`src/design/bpme_pkg.sv`:
```
`timescale 1ns / 1ps

package bpme_pkg;

    // Word and field widths
    localparam int BYTE_W          = 8;
    localparam int BLOCK_W         = 24;
    localparam int BYTES_PER_BLOCK = 3;
    localparam int CODE_W          = 48;
    localparam int CFG_W           = 48;
    localparam int CFG_AW          = 1;

    // Register indexes on the config port
    localparam logic [CFG_AW-1:0] REG_MODULUS  = 1'b0;
    localparam logic [CFG_AW-1:0] REG_EXPONENT = 1'b1;

    // Block queue between packer and exponent engine (depth is a power of two)
    localparam int Q_DEPTH = 2;
    localparam int Q_AW    = 1;
    localparam int Q_CW    = 2;

    // Exponent engine sequencer
    typedef enum logic [2:0] {
        BK_IDLE,
        BK_REDUCE,
        BK_SQUARE,
        BK_MULT,
        BK_DONE
    } bpme_bk_state_t;

    // Modular multiplier status
    typedef struct packed {
        logic busy;
        logic done;
    } bpme_mm_stat_t;

endpackage

```
`src/design/bpme_front.sv`:
```
`timescale 1ns / 1ps

// Byte packer: gathers up to three bytes little-endian into a block and
// pushes the block into the queue when it is full or closed by tlast.
module bpme_front (
    input  logic                         aclk,
    input  logic                         aresetn,
    input  logic                         s_tvalid,
    output logic                         s_tready,
    input  logic [bpme_pkg::BYTE_W-1:0]  s_tdata,
    input  logic                         s_tlast,
    input  logic                         q_full,
    output logic                         q_push,
    output logic [bpme_pkg::BLOCK_W-1:0] q_block
);

    localparam logic [1:0] LastSlot = 2'(bpme_pkg::BYTES_PER_BLOCK - 1);

    logic [bpme_pkg::BLOCK_W-1:0] packed_reg, packed_next;
    logic [1:0]                   cnt_reg, cnt_next;
    logic [bpme_pkg::BLOCK_W-1:0] merged;
    logic                         accept;
    logic                         emit;

    // Hold off while the queue has no room for a block
    assign s_tready = !q_full;
    assign accept   = s_tvalid && s_tready;

    // Place the byte by its position in the block
    always_comb begin
        case (cnt_reg)
            2'd0:    merged = packed_reg | {16'd0, s_tdata};
            2'd1:    merged = packed_reg | {8'd0, s_tdata, 8'd0};
            default: merged = packed_reg | {s_tdata, 16'd0};
        endcase
    end

    assign emit    = accept && ((cnt_reg == LastSlot) || s_tlast);
    assign q_push  = emit;
    assign q_block = merged;

    always_comb begin
        packed_next = packed_reg;
        cnt_next    = cnt_reg;
        if (emit) begin
            packed_next = '0;
            cnt_next    = '0;
        end else if (accept) begin
            packed_next = merged;
            cnt_next    = cnt_reg + 2'd1;
        end
    end

    always_ff @(posedge aclk) begin
        if (!aresetn) begin
            packed_reg <= '0;
            cnt_reg    <= '0;
        end else begin
            packed_reg <= packed_next;
            cnt_reg    <= cnt_next;
        end
    end

endmodule

```
`src/design/bpme_queue.sv`:
```
`timescale 1ns / 1ps

// Two-entry block queue between the packer and the exponent engine.
module bpme_queue (
    input  logic                         aclk,
    input  logic                         aresetn,
    input  logic                         push,
    input  logic [bpme_pkg::BLOCK_W-1:0] push_block,
    input  logic                         pop,
    output logic [bpme_pkg::BLOCK_W-1:0] head_block,
    output logic                         full,
    output logic                         empty
);

    logic [bpme_pkg::BLOCK_W-1:0] slot_reg [bpme_pkg::Q_DEPTH];
    logic [bpme_pkg::Q_AW-1:0]    wr_ptr_reg, wr_ptr_next;
    logic [bpme_pkg::Q_AW-1:0]    rd_ptr_reg, rd_ptr_next;
    logic [bpme_pkg::Q_CW-1:0]    count_reg, count_next;

    assign full       = (count_reg == bpme_pkg::Q_CW'(bpme_pkg::Q_DEPTH));
    assign empty      = (count_reg == '0);
    assign head_block = slot_reg[rd_ptr_reg];

    // Pointer and fill count
    always_comb begin
        wr_ptr_next = wr_ptr_reg;
        rd_ptr_next = rd_ptr_reg;
        count_next  = count_reg;
        if (push) begin
            wr_ptr_next = wr_ptr_reg + 1'b1;
        end
        if (pop) begin
            rd_ptr_next = rd_ptr_reg + 1'b1;
        end
        if (push && !pop) begin
            count_next = count_reg + 1'b1;
        end else if (pop && !push) begin
            count_next = count_reg - 1'b1;
        end
    end

    always_ff @(posedge aclk) begin
        if (!aresetn) begin
            wr_ptr_reg <= '0;
            rd_ptr_reg <= '0;
            count_reg  <= '0;
        end else begin
            wr_ptr_reg <= wr_ptr_next;
            rd_ptr_reg <= rd_ptr_next;
            count_reg  <= count_next;
        end
    end

    // Storage, no reset
    always_ff @(posedge aclk) begin
        if (push) begin
            slot_reg[wr_ptr_reg] <= push_block;
        end
    end

endmodule

```
`src/design/bpme_modmul.sv`:
```
`timescale 1ns / 1ps

// Bit-serial modular multiplier: result = (a * b) mod m, with a < m.
// Walks b from its top bit: each step doubles the partial result mod m
// and, for a set bit, adds a mod m in a second step.
module bpme_modmul #(
    parameter int W  = 48,
    parameter int BW = 48
) (
    input  logic                   aclk,
    input  logic                   aresetn,
    input  logic                   start,
    input  logic [W-1:0]           a,
    input  logic [BW-1:0]          b,
    input  logic [W-1:0]           m,
    output bpme_pkg::bpme_mm_stat_t stat,
    output logic [W-1:0]           result
);

    localparam int CW = $clog2(BW + 1);

    logic          busy_reg, busy_next;
    logic          done_reg, done_next;
    logic          phase_reg, phase_next;
    logic [W-1:0]  r_reg, r_next;
    logic [W-1:0]  a_reg, a_next;
    logic [BW-1:0] b_reg, b_next;
    logic [CW-1:0] cnt_reg, cnt_next;

    logic [W:0]    dbl_raw, sum_raw, m_ext;
    logic [W-1:0]  dbl_red, sum_red;
    logic          step_end;

    // Double or add, each followed by one conditional subtract
    assign m_ext   = {1'b0, m};
    assign dbl_raw = {r_reg, 1'b0};
    assign sum_raw = {1'b0, r_reg} + {1'b0, a_reg};
    assign dbl_red = (dbl_raw >= m_ext) ? W'(dbl_raw - m_ext) : W'(dbl_raw);
    assign sum_red = (sum_raw >= m_ext) ? W'(sum_raw - m_ext) : W'(sum_raw);

    // A bit is finished after the add, or right after the double for a zero bit
    assign step_end = busy_reg && (phase_reg || !b_reg[BW-1]);

    always_comb begin
        busy_next  = busy_reg;
        done_next  = 1'b0;
        phase_next = phase_reg;
        r_next     = r_reg;
        a_next     = a_reg;
        b_next     = b_reg;
        cnt_next   = cnt_reg;
        if (start) begin
            busy_next  = 1'b1;
            phase_next = 1'b0;
            r_next     = '0;
            a_next     = a;
            b_next     = b;
            cnt_next   = CW'(BW);
        end else if (busy_reg) begin
            if (phase_reg) begin
                r_next     = sum_red;
                phase_next = 1'b0;
            end else begin
                r_next     = dbl_red;
                phase_next = b_reg[BW-1];
            end
            if (step_end) begin
                b_next   = {b_reg[BW-2:0], 1'b0};
                cnt_next = cnt_reg - 1'b1;
                if (cnt_reg == CW'(1)) begin
                    busy_next = 1'b0;
                    done_next = 1'b1;
                end
            end
        end
    end

    always_ff @(posedge aclk) begin
        if (!aresetn) begin
            busy_reg  <= 1'b0;
            done_reg  <= 1'b0;
            phase_reg <= 1'b0;
        end else begin
            busy_reg  <= busy_next;
            done_reg  <= done_next;
            phase_reg <= phase_next;
        end
    end

    always_ff @(posedge aclk) begin
        r_reg   <= r_next;
        a_reg   <= a_next;
        b_reg   <= b_next;
        cnt_reg <= cnt_next;
    end

    assign stat.busy = busy_reg;
    assign stat.done = done_reg;
    assign result    = r_reg;

endmodule

```
`src/design/bpme_back.sv`:
```
`timescale 1ns / 1ps

// Exponent engine: pops a block, reduces it mod n, then runs left-to-right
// square-and-multiply over all W exponent bits on the shared multiplier.
// The finished code sits in an output register until the sink takes it.
module bpme_back #(
    parameter int W  = 48,
    parameter int BW = 48
) (
    input  logic                         aclk,
    input  logic                         aresetn,
    input  logic                         q_empty,
    input  logic [bpme_pkg::BLOCK_W-1:0] q_block,
    output logic                         q_pop,
    input  logic [W-1:0]                 modulus,
    input  logic [W-1:0]                 exponent,
    output logic                         mm_start,
    output logic [W-1:0]                 mm_a,
    output logic [BW-1:0]                mm_b,
    input  bpme_pkg::bpme_mm_stat_t      mm_stat,
    input  logic [W-1:0]                 mm_result,
    output logic                         m_tvalid,
    input  logic                         m_tready,
    output logic [W-1:0]                 out_code
);

    localparam int IW = $clog2(W);

    bpme_pkg::bpme_bk_state_t state_reg, state_next;

    logic [W-1:0]  acc_reg, acc_next;
    logic [W-1:0]  base_reg, base_next;
    logic [IW-1:0] idx_reg, idx_next;
    logic          out_valid_reg, out_valid_next;
    logic [W-1:0]  out_code_reg, out_code_next;
    logic          mod_small;
    logic          out_free;

    // Moduli of zero or one give a code of zero with no work
    assign mod_small = (modulus < W'(2));
    assign out_free  = !out_valid_reg || m_tready;

    // Next state
    always_comb begin
        state_next = state_reg;
        case (state_reg)
            bpme_pkg::BK_IDLE: begin
                if (!q_empty) begin
                    state_next = mod_small ? bpme_pkg::BK_DONE : bpme_pkg::BK_REDUCE;
                end
            end
            bpme_pkg::BK_REDUCE: begin
                if (mm_stat.done) begin
                    state_next = bpme_pkg::BK_SQUARE;
                end
            end
            bpme_pkg::BK_SQUARE: begin
                if (mm_stat.done) begin
                    if (exponent[idx_reg]) begin
                        state_next = bpme_pkg::BK_MULT;
                    end else if (idx_reg == '0) begin
                        state_next = bpme_pkg::BK_DONE;
                    end
                end
            end
            bpme_pkg::BK_MULT: begin
                if (mm_stat.done) begin
                    state_next = (idx_reg == '0) ? bpme_pkg::BK_DONE
                                                 : bpme_pkg::BK_SQUARE;
                end
            end
            bpme_pkg::BK_DONE: begin
                if (out_free) begin
                    state_next = bpme_pkg::BK_IDLE;
                end
            end
            default: state_next = bpme_pkg::BK_IDLE;
        endcase
    end

    // Outputs and datapath updates
    always_comb begin
        q_pop          = 1'b0;
        mm_start       = 1'b0;
        mm_a           = acc_reg;
        mm_b           = BW'(acc_reg);
        acc_next       = acc_reg;
        base_next      = base_reg;
        idx_next       = idx_reg;
        out_code_next  = out_code_reg;
        out_valid_next = out_valid_reg && !m_tready;
        case (state_reg)
            bpme_pkg::BK_IDLE: begin
                if (!q_empty) begin
                    q_pop    = 1'b1;
                    acc_next = mod_small ? W'(0) : W'(1);
                    idx_next = IW'(W - 1);
                    // block mod n as 1 * block mod n
                    mm_start = !mod_small;
                    mm_a     = W'(1);
                    mm_b     = BW'(q_block);
                end
            end
            bpme_pkg::BK_REDUCE: begin
                if (mm_stat.done) begin
                    base_next = mm_result;
                    mm_start  = 1'b1;
                end
            end
            bpme_pkg::BK_SQUARE: begin
                if (mm_stat.done) begin
                    acc_next = mm_result;
                    mm_a     = mm_result;
                    if (exponent[idx_reg]) begin
                        mm_start = 1'b1;
                        mm_b     = BW'(base_reg);
                    end else if (idx_reg != '0) begin
                        mm_start = 1'b1;
                        mm_b     = BW'(mm_result);
                        idx_next = idx_reg - 1'b1;
                    end
                end
            end
            bpme_pkg::BK_MULT: begin
                if (mm_stat.done) begin
                    acc_next = mm_result;
                    mm_a     = mm_result;
                    mm_b     = BW'(mm_result);
                    if (idx_reg != '0) begin
                        mm_start = 1'b1;
                        idx_next = idx_reg - 1'b1;
                    end
                end
            end
            bpme_pkg::BK_DONE: begin
                if (out_free) begin
                    out_valid_next = 1'b1;
                    out_code_next  = acc_reg;
                end
            end
            default: begin
                q_pop = 1'b0;
            end
        endcase
    end

    always_ff @(posedge aclk) begin
        if (!aresetn) begin
            state_reg     <= bpme_pkg::BK_IDLE;
            out_valid_reg <= 1'b0;
        end else begin
            state_reg     <= state_next;
            out_valid_reg <= out_valid_next;
        end
    end

    always_ff @(posedge aclk) begin
        acc_reg      <= acc_next;
        base_reg     <= base_next;
        idx_reg      <= idx_next;
        out_code_reg <= out_code_next;
    end

    assign m_tvalid = out_valid_reg;
    assign out_code = out_code_reg;

endmodule

```
`src/design/byte_packing_modexp_encryptor_unit.sv`:
```
`timescale 1ns / 1ps

// Byte-packing modular exponentiation encryptor.
// Slave stream: one message byte per word in s_tdata, s_tlast on the last
// byte of a message. Every three bytes (first byte lowest) form a 24-bit
// block; tlast closes a shorter block with zero high bytes.
// Master stream: one word per block, m_tdata = block^exponent mod modulus.
// Config: cfg_we writes cfg_wdata to register cfg_addr (0 modulus, 1
// exponent); write only while no block is in flight. Reset: modulus 2,
// exponent 1, packer and queue empty, no word pending.
// Work: a block costs one modular product for the initial reduction, then
// MOD_BITS squarings plus one product per set exponent bit. Each product on
// the shared bit-serial multiplier walks B = max(MOD_BITS, 24) multiplier
// bits, with one more add step per set bit. Modulus below 2 gives code 0
// with no products.
// A two-block queue sits between packer and engine, so bytes keep flowing
// while a block is worked on; s_tready drops only when the queue is full.
// The result register holds while m_tready is low and the engine finishes
// the next block behind it, then waits.
module byte_packing_modexp_encryptor_unit #(
    parameter int MOD_BITS = 48
) (
    input  logic                        aclk,
    input  logic                        aresetn,
    input  logic                        s_tvalid,
    output logic                        s_tready,
    input  logic [bpme_pkg::BYTE_W-1:0] s_tdata,    // [7:0] data_byte
    input  logic                        s_tlast,
    output logic                        m_tvalid,
    input  logic                        m_tready,
    output logic [bpme_pkg::CODE_W-1:0] m_tdata,    // [47:0] code
    input  logic                        cfg_we,
    input  logic [bpme_pkg::CFG_AW-1:0] cfg_addr,
    input  logic [bpme_pkg::CFG_W-1:0]  cfg_wdata
);

    localparam int W     = MOD_BITS;
    localparam int BW    = (MOD_BITS > bpme_pkg::BLOCK_W) ? MOD_BITS : bpme_pkg::BLOCK_W;
    localparam int CodeW = bpme_pkg::CODE_W;

    logic [W-1:0]                 modulus_reg, modulus_next;
    logic [W-1:0]                 exponent_reg, exponent_next;

    logic                         q_push, q_pop, q_full, q_empty;
    logic [bpme_pkg::BLOCK_W-1:0] push_block, head_block;

    logic                         mm_start;
    logic [W-1:0]                 mm_a, mm_result;
    logic [BW-1:0]                mm_b;
    bpme_pkg::bpme_mm_stat_t      mm_stat;
    logic [W-1:0]                 out_code;

    // Config registers, low MOD_BITS bits kept
    always_comb begin
        modulus_next  = modulus_reg;
        exponent_next = exponent_reg;
        if (cfg_we) begin
            case (cfg_addr)
                bpme_pkg::REG_MODULUS:  modulus_next  = W'(cfg_wdata);
                bpme_pkg::REG_EXPONENT: exponent_next = W'(cfg_wdata);
                default:                modulus_next  = modulus_reg;
            endcase
        end
    end

    always_ff @(posedge aclk) begin
        if (!aresetn) begin
            modulus_reg  <= W'(2);
            exponent_reg <= W'(1);
        end else begin
            modulus_reg  <= modulus_next;
            exponent_reg <= exponent_next;
        end
    end

    bpme_front u_front (
        .aclk     (aclk),
        .aresetn  (aresetn),
        .s_tvalid (s_tvalid),
        .s_tready (s_tready),
        .s_tdata  (s_tdata),
        .s_tlast  (s_tlast),
        .q_full   (q_full),
        .q_push   (q_push),
        .q_block  (push_block)
    );

    bpme_queue u_queue (
        .aclk       (aclk),
        .aresetn    (aresetn),
        .push       (q_push),
        .push_block (push_block),
        .pop        (q_pop),
        .head_block (head_block),
        .full       (q_full),
        .empty      (q_empty)
    );

    bpme_modmul #(
        .W  (W),
        .BW (BW)
    ) u_modmul (
        .aclk    (aclk),
        .aresetn (aresetn),
        .start   (mm_start),
        .a       (mm_a),
        .b       (mm_b),
        .m       (modulus_reg),
        .stat    (mm_stat),
        .result  (mm_result)
    );

    bpme_back #(
        .W  (W),
        .BW (BW)
    ) u_back (
        .aclk      (aclk),
        .aresetn   (aresetn),
        .q_empty   (q_empty),
        .q_block   (head_block),
        .q_pop     (q_pop),
        .modulus   (modulus_reg),
        .exponent  (exponent_reg),
        .mm_start  (mm_start),
        .mm_a      (mm_a),
        .mm_b      (mm_b),
        .mm_stat   (mm_stat),
        .mm_result (mm_result),
        .m_tvalid  (m_tvalid),
        .m_tready  (m_tready),
        .out_code  (out_code)
    );

    assign m_tdata = CodeW'(out_code);

endmodule

```
`config.mk`:
```
export PLATFORM = sky130hd
export DESIGN_NAME = byte_packing_modexp_encryptor_unit
export DESIGN_NICKNAME = d
export VERILOG_FILES = /design/src/design/bpme_pkg.sv /design/src/design/bpme_front.sv /design/src/design/bpme_queue.sv /design/src/design/bpme_modmul.sv /design/src/design/bpme_back.sv /design/src/design/byte_packing_modexp_encryptor_unit.sv
export SDC_FILE = /design/constraint.sdc
export NUM_CORES = 1
export LEC_CHECK = 0
export BUFFER_PORTS_ARGS = -buffer_cell sky130_fd_sc_hd__buf_2
export CORE_AREA = 3 3 348 350
export DETAILED_ROUTE_END_ITERATION = 8
export DIE_AREA = 0 0 351 353
export PLACE_DENSITY = 0.41
export RECOVER_POWER = 100
export SETUP_SLACK_MARGIN = 0.02
export SLEW_MARGIN = 40
export SYNTH_ARGS = -nofsm -noshare
export SYNTH_HDL_FRONTEND = slang
export SYNTH_HIERARCHICAL = 1
export SYNTH_SLANG_ARGS = --single-unit
```
`constraint.sdc`:
```
create_clock -name aclk -period 17.8 [get_ports aclk]
set_input_delay 2.67 -clock aclk [delete_from_list [all_inputs] [get_ports aclk]]
set_output_delay 2.67 -clock aclk [all_outputs]
set_load 0.02 [all_outputs]
```
==> results.json, run 1 <==
{
  "outcome": "complete, but fails checks",
  "violations": "max-capacitance violations, max-slew violations",
  "finalWirelength_mm": 107,
  "cts_root_buffer": "clkbuf_16",
  "track_usage_pct": 16.9,
  "seqCellArea_um2": 12600,
  "cts_buffers": 60,
  "syn_avg_cell_area_um2": 9.69,
  "gp_congestion": 0.877,
  "area_delta_synth_final_pct": 12.1,
  "post_cts_buffers": 0,
  "hold_buffers": 0,
  "crit_chain": "inv_1 > mux4_2 > a221oi_1 > a211oi_4 > clkbuf_1 > o21ai_0 > clkbuf_1 > or2_0 > nor2_1 > a21o_1 > a221o_1",
  "dr.pass1.iters": 5,
  "die_h_um": 353,
  "cts_resized": 0,
  "cp.arrival_ns": 11.64,
  "fin_ws_ns": 6.71,
  "num-fill-cells": 12400,
  "grt_max_degree": 102,
  "io_buffers": 112,
  "p_per_area_nw_per_um2": 225,
  "ir_drop_mv": 0.233,
  "drv_cap": 17,
  "critPathKind": "flip-flop to flip-flop",
  "clockBufferDepth": 3,
  "fin_hold_ws_ns": 0.455,
  "path_clk_slew_ns": 0.06,
  "antenna_found_initial": 1,
  "syn_nets": 3392,
  "fp-row-count": 126,
  "drc_errors": 0,
  "htree_levels": 2,
  "nets": 3418,
  "tritoncts": "yes",
  "multi_input_comb_area_um2": 16800,
  "critical_path_required_ns": 18.35,
  "critical_path.max_stage_delay_ns": 4.46,
  "max_freq_ghz": 0.0902,
  "hold_path_class": "flip-flop to flip-flop",
  "stdcell_count": 4784,
  "clock_latency_ns": 0.70,
  "drt_iter0_markers": 1693,
  "ant_nets": 0,
  "num_io_pins": 113,
  "syn_inst": 3173,
  "die_area_um2": 124000,
  "power_mw": 7.77,
  "max_slew.worst_pin.slew_ns": 6.35,
  "fin_worst_skew_ns": 0.0454,
  "core_area_um2": 118000,
  "grt_pass1_vias": 24300,
  "via_per_inst": 5.13,
  "cpMostUsedCell": "clkbuf_1",
  "slew_viol_final": 757,
  "crit_slowest_cell": "clkbuf_1",
  "grt-ovfl-total": 0,
  "crit_buf_inv": 3,
  "finalCritPeriodShare_pct": 62.3,
  "finalSetupTns_ns": 0,
  "syn_area_um2": 30700,
  "clock_sinks": 482,
  "hold_viol_final": 0,
  "crit_path_end_kind": "flip-flop",
  "setup_viol": 0,
  "cp-start-kind": "flip-flop",
  "start_util_pct": 26.0,
  "die_w_um": 351,
  "vias": 24600,
  "grt_pass1_wl_mm": 160,
  "post-place-ws_ns": 11.03,
  "layout_commonest_cell": "nand2_1",
  "avgRoutedWirePerCell_um": 22.4,
  "worstHoldPathCells": 2,
  "final_cell_mix": "nand2_1 (319), edfxtp_1 (294), nor2_1 (266)",
  "p_leak_nw": 12.9,
  "r2r_cells": 11,
  "dp_cells": 4671,
  "dp_hpwl_mm": 78.7,
  "cp.depth": 11,
  "drive_gt1_share_pct": 9.39,
  "path_max_fanout": 101,
  "ys_warn_count": 6,
  "cp_top_family": "buffers and inverters",
  "slew_headroom_pct": -324,
  "rsz0062_at_grt": "false",
  "fin_crit_ns": 11.09
}
through the flow:
stage          instance area, µm²  util [%]
6_report                    34500      29.2
5_1_grt                     34500      29.2
4_1_cts                     34700      29.4
3_5_place_dp                32700      27.7
3_3_place_gp                32700      27.7
2_1_floorplan               30700         -
power breakdown:
group          switching (mW)  internal [mW]  leakage [nW]  total (mW)
registers               0.255           1.56          4.29        1.81
logic                    2.98           1.74          7.63        4.72
clock network           0.522          0.713         0.970        1.23
total                    3.76           4.01          12.9        7.77
per-layer routing:
metal  wire length (µm)  global-route usage [%]
met1              46500                    21.6
met2              53600                    29.8
met3               3710                    1.68
met4               3510                    5.09
met5                  0                       0
cell type report:
cell class | count | share of cell area (%)
Multi-Input combinational cell | 2405 | 48.9
Sequential cell | 482 | 36.5
Tap cell | 1536 | 5.58
Clock buffer | 79 | 4.90
Timing Repair Buffer | 155 | 2.15
Inverter | 95 | 1.03
Clock inverter | 31 | 0.911
Antenna cell | 1 | 0.00726
final timing paths:
kind,from,to,slack (ns)
setup / recovery,u_back/idx_reg[0],u_modmul/result[33],6.71
hold / removal,exponent_reg[41],exponent_reg[41],0.45
setup reg to reg,u_back/idx_reg[0],u_modmul/result[33],6.71
hold reg to reg,exponent_reg[41],exponent_reg[41],0.45
worst register-to-register path, delay by kind of cell (launching register included):
family	cells	cell delay, ns
AO/OA/AOI/OAI	5	2.14
multiplexers	1	0.50
buffers and inverters	3	6.03
AND/OR/NAND/NOR	2	1.58
flip-flops	1	0.73
No activity file was read; power rests on OpenSTA's default activity.
==> run 2: changes to the inputs <==
--- a/config.mk
+++ b/config.mk
@@ -9,7 +9,7 @@
 export CORE_AREA = 3 3 348 350
 export DETAILED_ROUTE_END_ITERATION = 8
 export DIE_AREA = 0 0 351 353
-export PLACE_DENSITY = 0.41
+export PLACE_DENSITY = 0.42
 export RECOVER_POWER = 100
 export SETUP_SLACK_MARGIN = 0.02
 export SLEW_MARGIN = 40
==> constraint.sdc (replaced) <==
create_clock -name aclk -period 9.42 [get_ports aclk]
set_input_delay 1.413 -clock aclk [delete_from_list [all_inputs] [get_ports aclk]]
set_output_delay 1.413 -clock aclk [all_outputs]
set_load 0.02 [all_outputs]
==> results.json, run 2 (synthesized netlist as in run 1, its figures left out) <==
{
  "cts_resized": 0,
  "fin_worst_skew_ns": 0.0779,
  "fp-row-count": 126,
  "cts_root_buffer": "clkbuf_16",
  "worstHoldPathCells": 2,
  "r2r_slack_ns": 1.74,
  "worstReg2RegStart": "u_modmul/result[0]",
  "crit_path_end_kind": "flip-flop",
  "min_from": "exponent_reg[18]",
  "grt_max_degree": 75,
  "critPathLaunch": "u_modmul/result[0]",
  "drv_cap": 17,
  "antenna_found_initial": 1,
  "grt-ovfl-total": 0,
  "cts_buffers": 59,
  "max_freq_ghz": 0.130,
  "final_cell_mix": "nand2_1 (320), edfxtp_1 (294), nor2_1 (268)",
  "dp_hpwl_mm": 77.3,
  "io_buffers": 112,
  "path_max_fanout": 19,
  "grt_pass1_wl_mm": 158,
  "clock_sinks": 482,
  "stdcell_count": 4798,
  "max_slew.worst_pin.slew_ns": 3.25,
  "power_mw": 14.8,
  "rsz0062_at_grt": "false",
  "p_leak_nw": 13.0,
  "tritoncts": "yes",
  "avgRoutedWirePerCell_um": 22.1,
  "clockBufferDepth": 3,
  "violations": "max-capacitance violations, max-slew violations",
  "start_util_pct": 26.0,
  "die_h_um": 353,
  "cp.arrival_ns": 8.16,
  "fin_ws_ns": 1.74,
  "drt_iter0_markers": 1779,
  "area_delta_synth_final_pct": 12.7,
  "cp-start-kind": "flip-flop",
  "r2r_cells": 21,
  "gp_congestion": 0.892,
  "regToRegEndpoint": "u_modmul/result[42]",
  "setup_viol": 0,
  "htree_levels": 2,
  "die_w_um": 351,
  "ant_nets": 0,
  "dr.pass1.iters": 8,
  "finalSetupTns_ns": 0,
  "nets": 3430,
  "ir_drop_mv": 0.243,
  "path_clk_slew_ns": 0.06,
  "finalCritPeriodShare_pct": 81.5,
  "core_area_um2": 118000,
  "vias": 24800,
  "clock_latency_ns": 0.70,
  "hold_buffers": 0,
  "via_per_inst": 5.17,
  "critical_path_required_ns": 9.90,
  "post_cts_buffers": 0,
  "hold_viol_final": 0,
  "slew_headroom_pct": -117,
  "final_util_pct": 29.3,
  "drc_errors": 0,
  "drive_gt1_share_pct": 9.44,
  "dp_cells": 4684,
  "hold_path_class": "flip-flop to flip-flop",
  "grt_pass1_vias": 24200,
  "outcome": "complete, but fails checks",
  "num_io_pins": 113,
  "critPathKind": "flip-flop to flip-flop",
  "crit_end": "u_modmul/result[42]",
  "fin_crit_ns": 7.68,
  "layout_commonest_cell": "nand2_1",
  "finalWirelength_mm": 106,
  "p_per_area_nw_per_um2": 427,
  "die_area_um2": 124000,
  "slew_viol_final": 635,
  "post-place-ws_ns": 2.67,
  "track_usage_pct": 16.6
}
## run 2: cell count changes in the layout (fill, tap and decap cells not counted), moves of 5 or more
cell / before / now
bufinv_16: 3 / 8
clkbuf_1: 91 / 98
clkinv_1: 8 / 3
buf_2: 53 / 61
## run 2: worst min-delay path by stage
stage / end
2_1_floorplan: exponent_reg[1]
3_3_place_gp: exponent_reg[33]
3_5_place_dp: exponent_reg[45]
4_1_cts: exponent_reg[1]
5_1_grt: exponent_reg[32]
6_report: exponent_reg[18]
## run 2: cell type report
type	count	area [µm²]
inverter	95	357
clock buffer	84	1690
clock inverter	27	422
antenna	1	2.50
timing repair buffer	168	832
sequential	482	12600
fill	12400	83400
multi-input combinational	2405	16800
tap	1536	1920
## run 2: per-stage QoR
stage	area, µm²	hold WS, ns
finish	34600	0.455
global route	34600	0.472
CTS	34900	0.458
detailed placement	32800	0.446
global placement	32700	0.441
floorplan	30700	0.425
## run 2: routing by layer
layer,global-route usage (%),wire length (µm),up-vias,part of all wire (%)
li1,-,-,12000,-
met1,21.3,46600,12200,44
met2,29.4,53100,505,50
met3,1.92,3800,128,3.6
met4,4.16,2570,0,2.4
met5,0,0,-,0
## run 2: critical path: stages (launching register included)
cell      delay (ns)
dfxtp_1         0.39
ha_1            0.29
fa_1            0.44
a211oi_1        0.22
nor2_1          0.11
o311ai_2        0.45
a21oi_1         0.25
a31oi_1         0.41
o21ai_0         0.23
a21o_1          0.25
a221oi_1        0.33
xnor2_1         0.21
ha_1            0.46
and3_1          0.27
and2_0          0.24
nand2_1         0.07
o31ai_1         0.80
a41oi_1         0.34
nand2_1         1.11
mux2_2          0.44
o21ai_0         0.17
nor3_1          0.06
## run 2: where the power goes
part,switching [mW],internal (mW)
Combinational,5.66,3.30
Clock,1.01,1.48
Sequential,0.419,2.92
==> run 3: changes to the inputs <==
==> constraint.sdc (replaced) <==
create_clock -name aclk -period 6.5 [get_ports aclk]
set_input_delay 0.975 -clock aclk [delete_from_list [all_inputs] [get_ports aclk]]
set_output_delay 0.975 -clock aclk [all_outputs]
set_load 0.02 [all_outputs]
==> results.json, run 3 (synthesized netlist as in run 1, its figures left out) <==
{
  "outcome": "complete, but fails checks",
  "violations": "max-capacitance violations, max-slew violations",
  "rsz0062_at_grt": "false",
  "critical_path.max_stage_delay_ns": 0.43,
  "ir_drop_mv": 0.670,
  "r2r_slack_ns": 0.48,
  "fp-row-count": 126,
  "hold_buffers": 0,
  "path_clk_slew_ns": 0.06,
  "p_per_area_nw_per_um2": 612,
  "htree_levels": 2,
  "r2r_cells": 23,
  "hold_viol_final": 0,
  "crit_slowest_cell": "fa_1",
  "hold_path_class": "flip-flop to flip-flop",
  "cp-start-kind": "flip-flop",
  "antenna_found_initial": 1,
  "finalSetupTns_ns": 0,
  "dr.pass1.iters": 5,
  "worstHoldPathCells": 2,
  "drc_errors": 0,
  "final_util_pct": 29.5,
  "tritoncts": "yes",
  "power_mw": 21.3,
  "die_w_um": 351,
  "place_area_um2": 33000,
  "regToRegEndpoint": "u_modmul/result[0]",
  "grt_pass1_vias": 24500,
  "avgRoutedWirePerCell_um": 21.9,
  "vias": 24700,
  "stdcell_count": 4829,
  "finalWirelength_mm": 106,
  "crit_path_end_kind": "flip-flop",
  "max_slew.worst_pin.slew_ns": 3.31,
  "clock_sinks": 482,
  "drt_iter0_markers": 1748,
  "fin_crit_ns": 6.02,
  "grt_max_degree": 87,
  "finalInstanceArea_um2": 34800,
  "min_from": "exponent_reg[34]",
  "io_buffers": 112,
  "area_delta_synth_final_pct": 13.3,
  "fin_worst_skew_ns": 0.0863,
  "dp_cells": 4714,
  "num-fill-cells": 12500,
  "clock_latency_ns": 0.70,
  "final_cell_mix": "nand2_1 (319), edfxtp_1 (294), nor2_1 (266)",
  "crit_chain": "ha_1 > fa_1 > a211oi_1 > nor2_1 > o311ai_4 > a21oi_1 > a31oi_2 > o21ai_1 > a21o_1 > a221oi_1 > xnor2_1 > ha_1 > and3_1 > a311o_1 > a31oi_1 > o31ai_2 > a41oi_2 > and2_2 > buf_12 > buf_12 > o21ai_0 > a21oi_1 > nor3_1",
  "clockBufferDepth": 3,
  "layout_commonest_cell": "nand2_1",
  "setup_viol": 0,
  "cp.arrival_ns": 6.47,
  "fin_ws_ns": 0.477,
  "grt-ovfl-total": 0,
  "drv_cap": 14,
  "nets": 3462,
  "ant_nets": 0,
  "diodes": 0,
  "hold_end": "exponent_reg[34]",
  "die_area_um2": 124000,
  "post_cts_buffers": 0,
  "worstReg2RegStart": "u_modmul/a_reg[0]",
  "dp_hpwl_mm": 78.6,
  "gp_congestion": 0.866,
  "critPathKind": "flip-flop to flip-flop",
  "max_freq_ghz": 0.166,
  "grt_pass1_wl_mm": 160,
  "slew_headroom_pct": -121,
  "path_max_fanout": 34,
  "critical_path_required_ns": 6.95,
  "track_usage_pct": 16.8,
  "p_leak_nw": 13.1,
  "cts_root_buffer": "clkbuf_16",
  "core_area_um2": 118000,
  "drive_gt1_share_pct": 10.1,
  "fin_hold_ws_ns": 0.454,
  "start_util_pct": 26.0,
  "die_h_um": 353,
  "finalCritPeriodShare_pct": 92.7,
  "via_per_inst": 5.12,
  "cts_buffers": 60,
  "num_io_pins": 113,
  "slew_viol_final": 573,
  "post-place-ws_ns": 0.255
}
## run 3: cell count changes in the layout (fill, tap and decap cells not counted), sizes merged
cell / change
buf: +3
bufinv: -1
clkbuf: +19
clkinv: +6
clkinvlp: +3
diode: -1
inv: +2
## run 3: final cells by class
cell class	count	area (µm²)	share of cell area [%]
multi-input combinational	2405	16900	48.4
inverter	95	357	1.02
sequential	482	12600	36.2
clock buffer	75	1630	4.68
clock inverter	37	489	1.40
tap	1536	1920	5.52
timing repair buffer	199	977	2.81
## run 3: worst max-delay path by stage
stage                            from            endpoint  depth (start not counted)
floorplan           u_back/idx_reg[0]   u_modmul/b_reg[0]                         12
global placement    u_modmul/a_reg[0]  u_modmul/result[1]                         23
detailed placement  u_modmul/a_reg[0]  u_modmul/result[6]                         23
CTS                 u_modmul/a_reg[0]  u_modmul/result[6]                         23
global route        u_modmul/a_reg[0]  u_modmul/result[9]                         24
finish              u_modmul/a_reg[0]  u_modmul/result[0]                         23
## run 3: worst max-delay path: cells and delay by family, from the launching register on
family | cells | cell delay (ns)
AO/OA/AOI/OAI | 13 | 3.03
XOR/XNOR | 1 | 0.23
adder cells (fa/ha/maj) | 3 | 1.02
buffers and inverters | 2 | 0.42
flip-flops | 1 | 0.36
AND/OR/NAND/NOR | 4 | 0.76
## run 3: layer usage
metal | vias up | part of all wire [%] | track usage (%)
li1 | 12000 | - | -
met1 | 12000 | 43 | 21.0
met2 | 506 | 50 | 29.6
met3 | 162 | 3.2 | 1.88
met4 | 0 | 3.7 | 5.96
met5 | - | 0 | 0
## run 3: timing repair
| action | in CTS | in global routing |
|---|---|---|
| setup endpoints to repair | 0 | 30 |
| resized for setup | 0 | 4 |
| hold endpoints to repair | 0 | 0 |
## run 3: report_power, final
part           internal (mW)  switching [mW]  total (mW)
Sequential              4.22           0.512        4.74
Combinational           4.95            8.06        13.0
Clock                   2.08            1.49        3.57
Total                   11.3            10.1        21.3
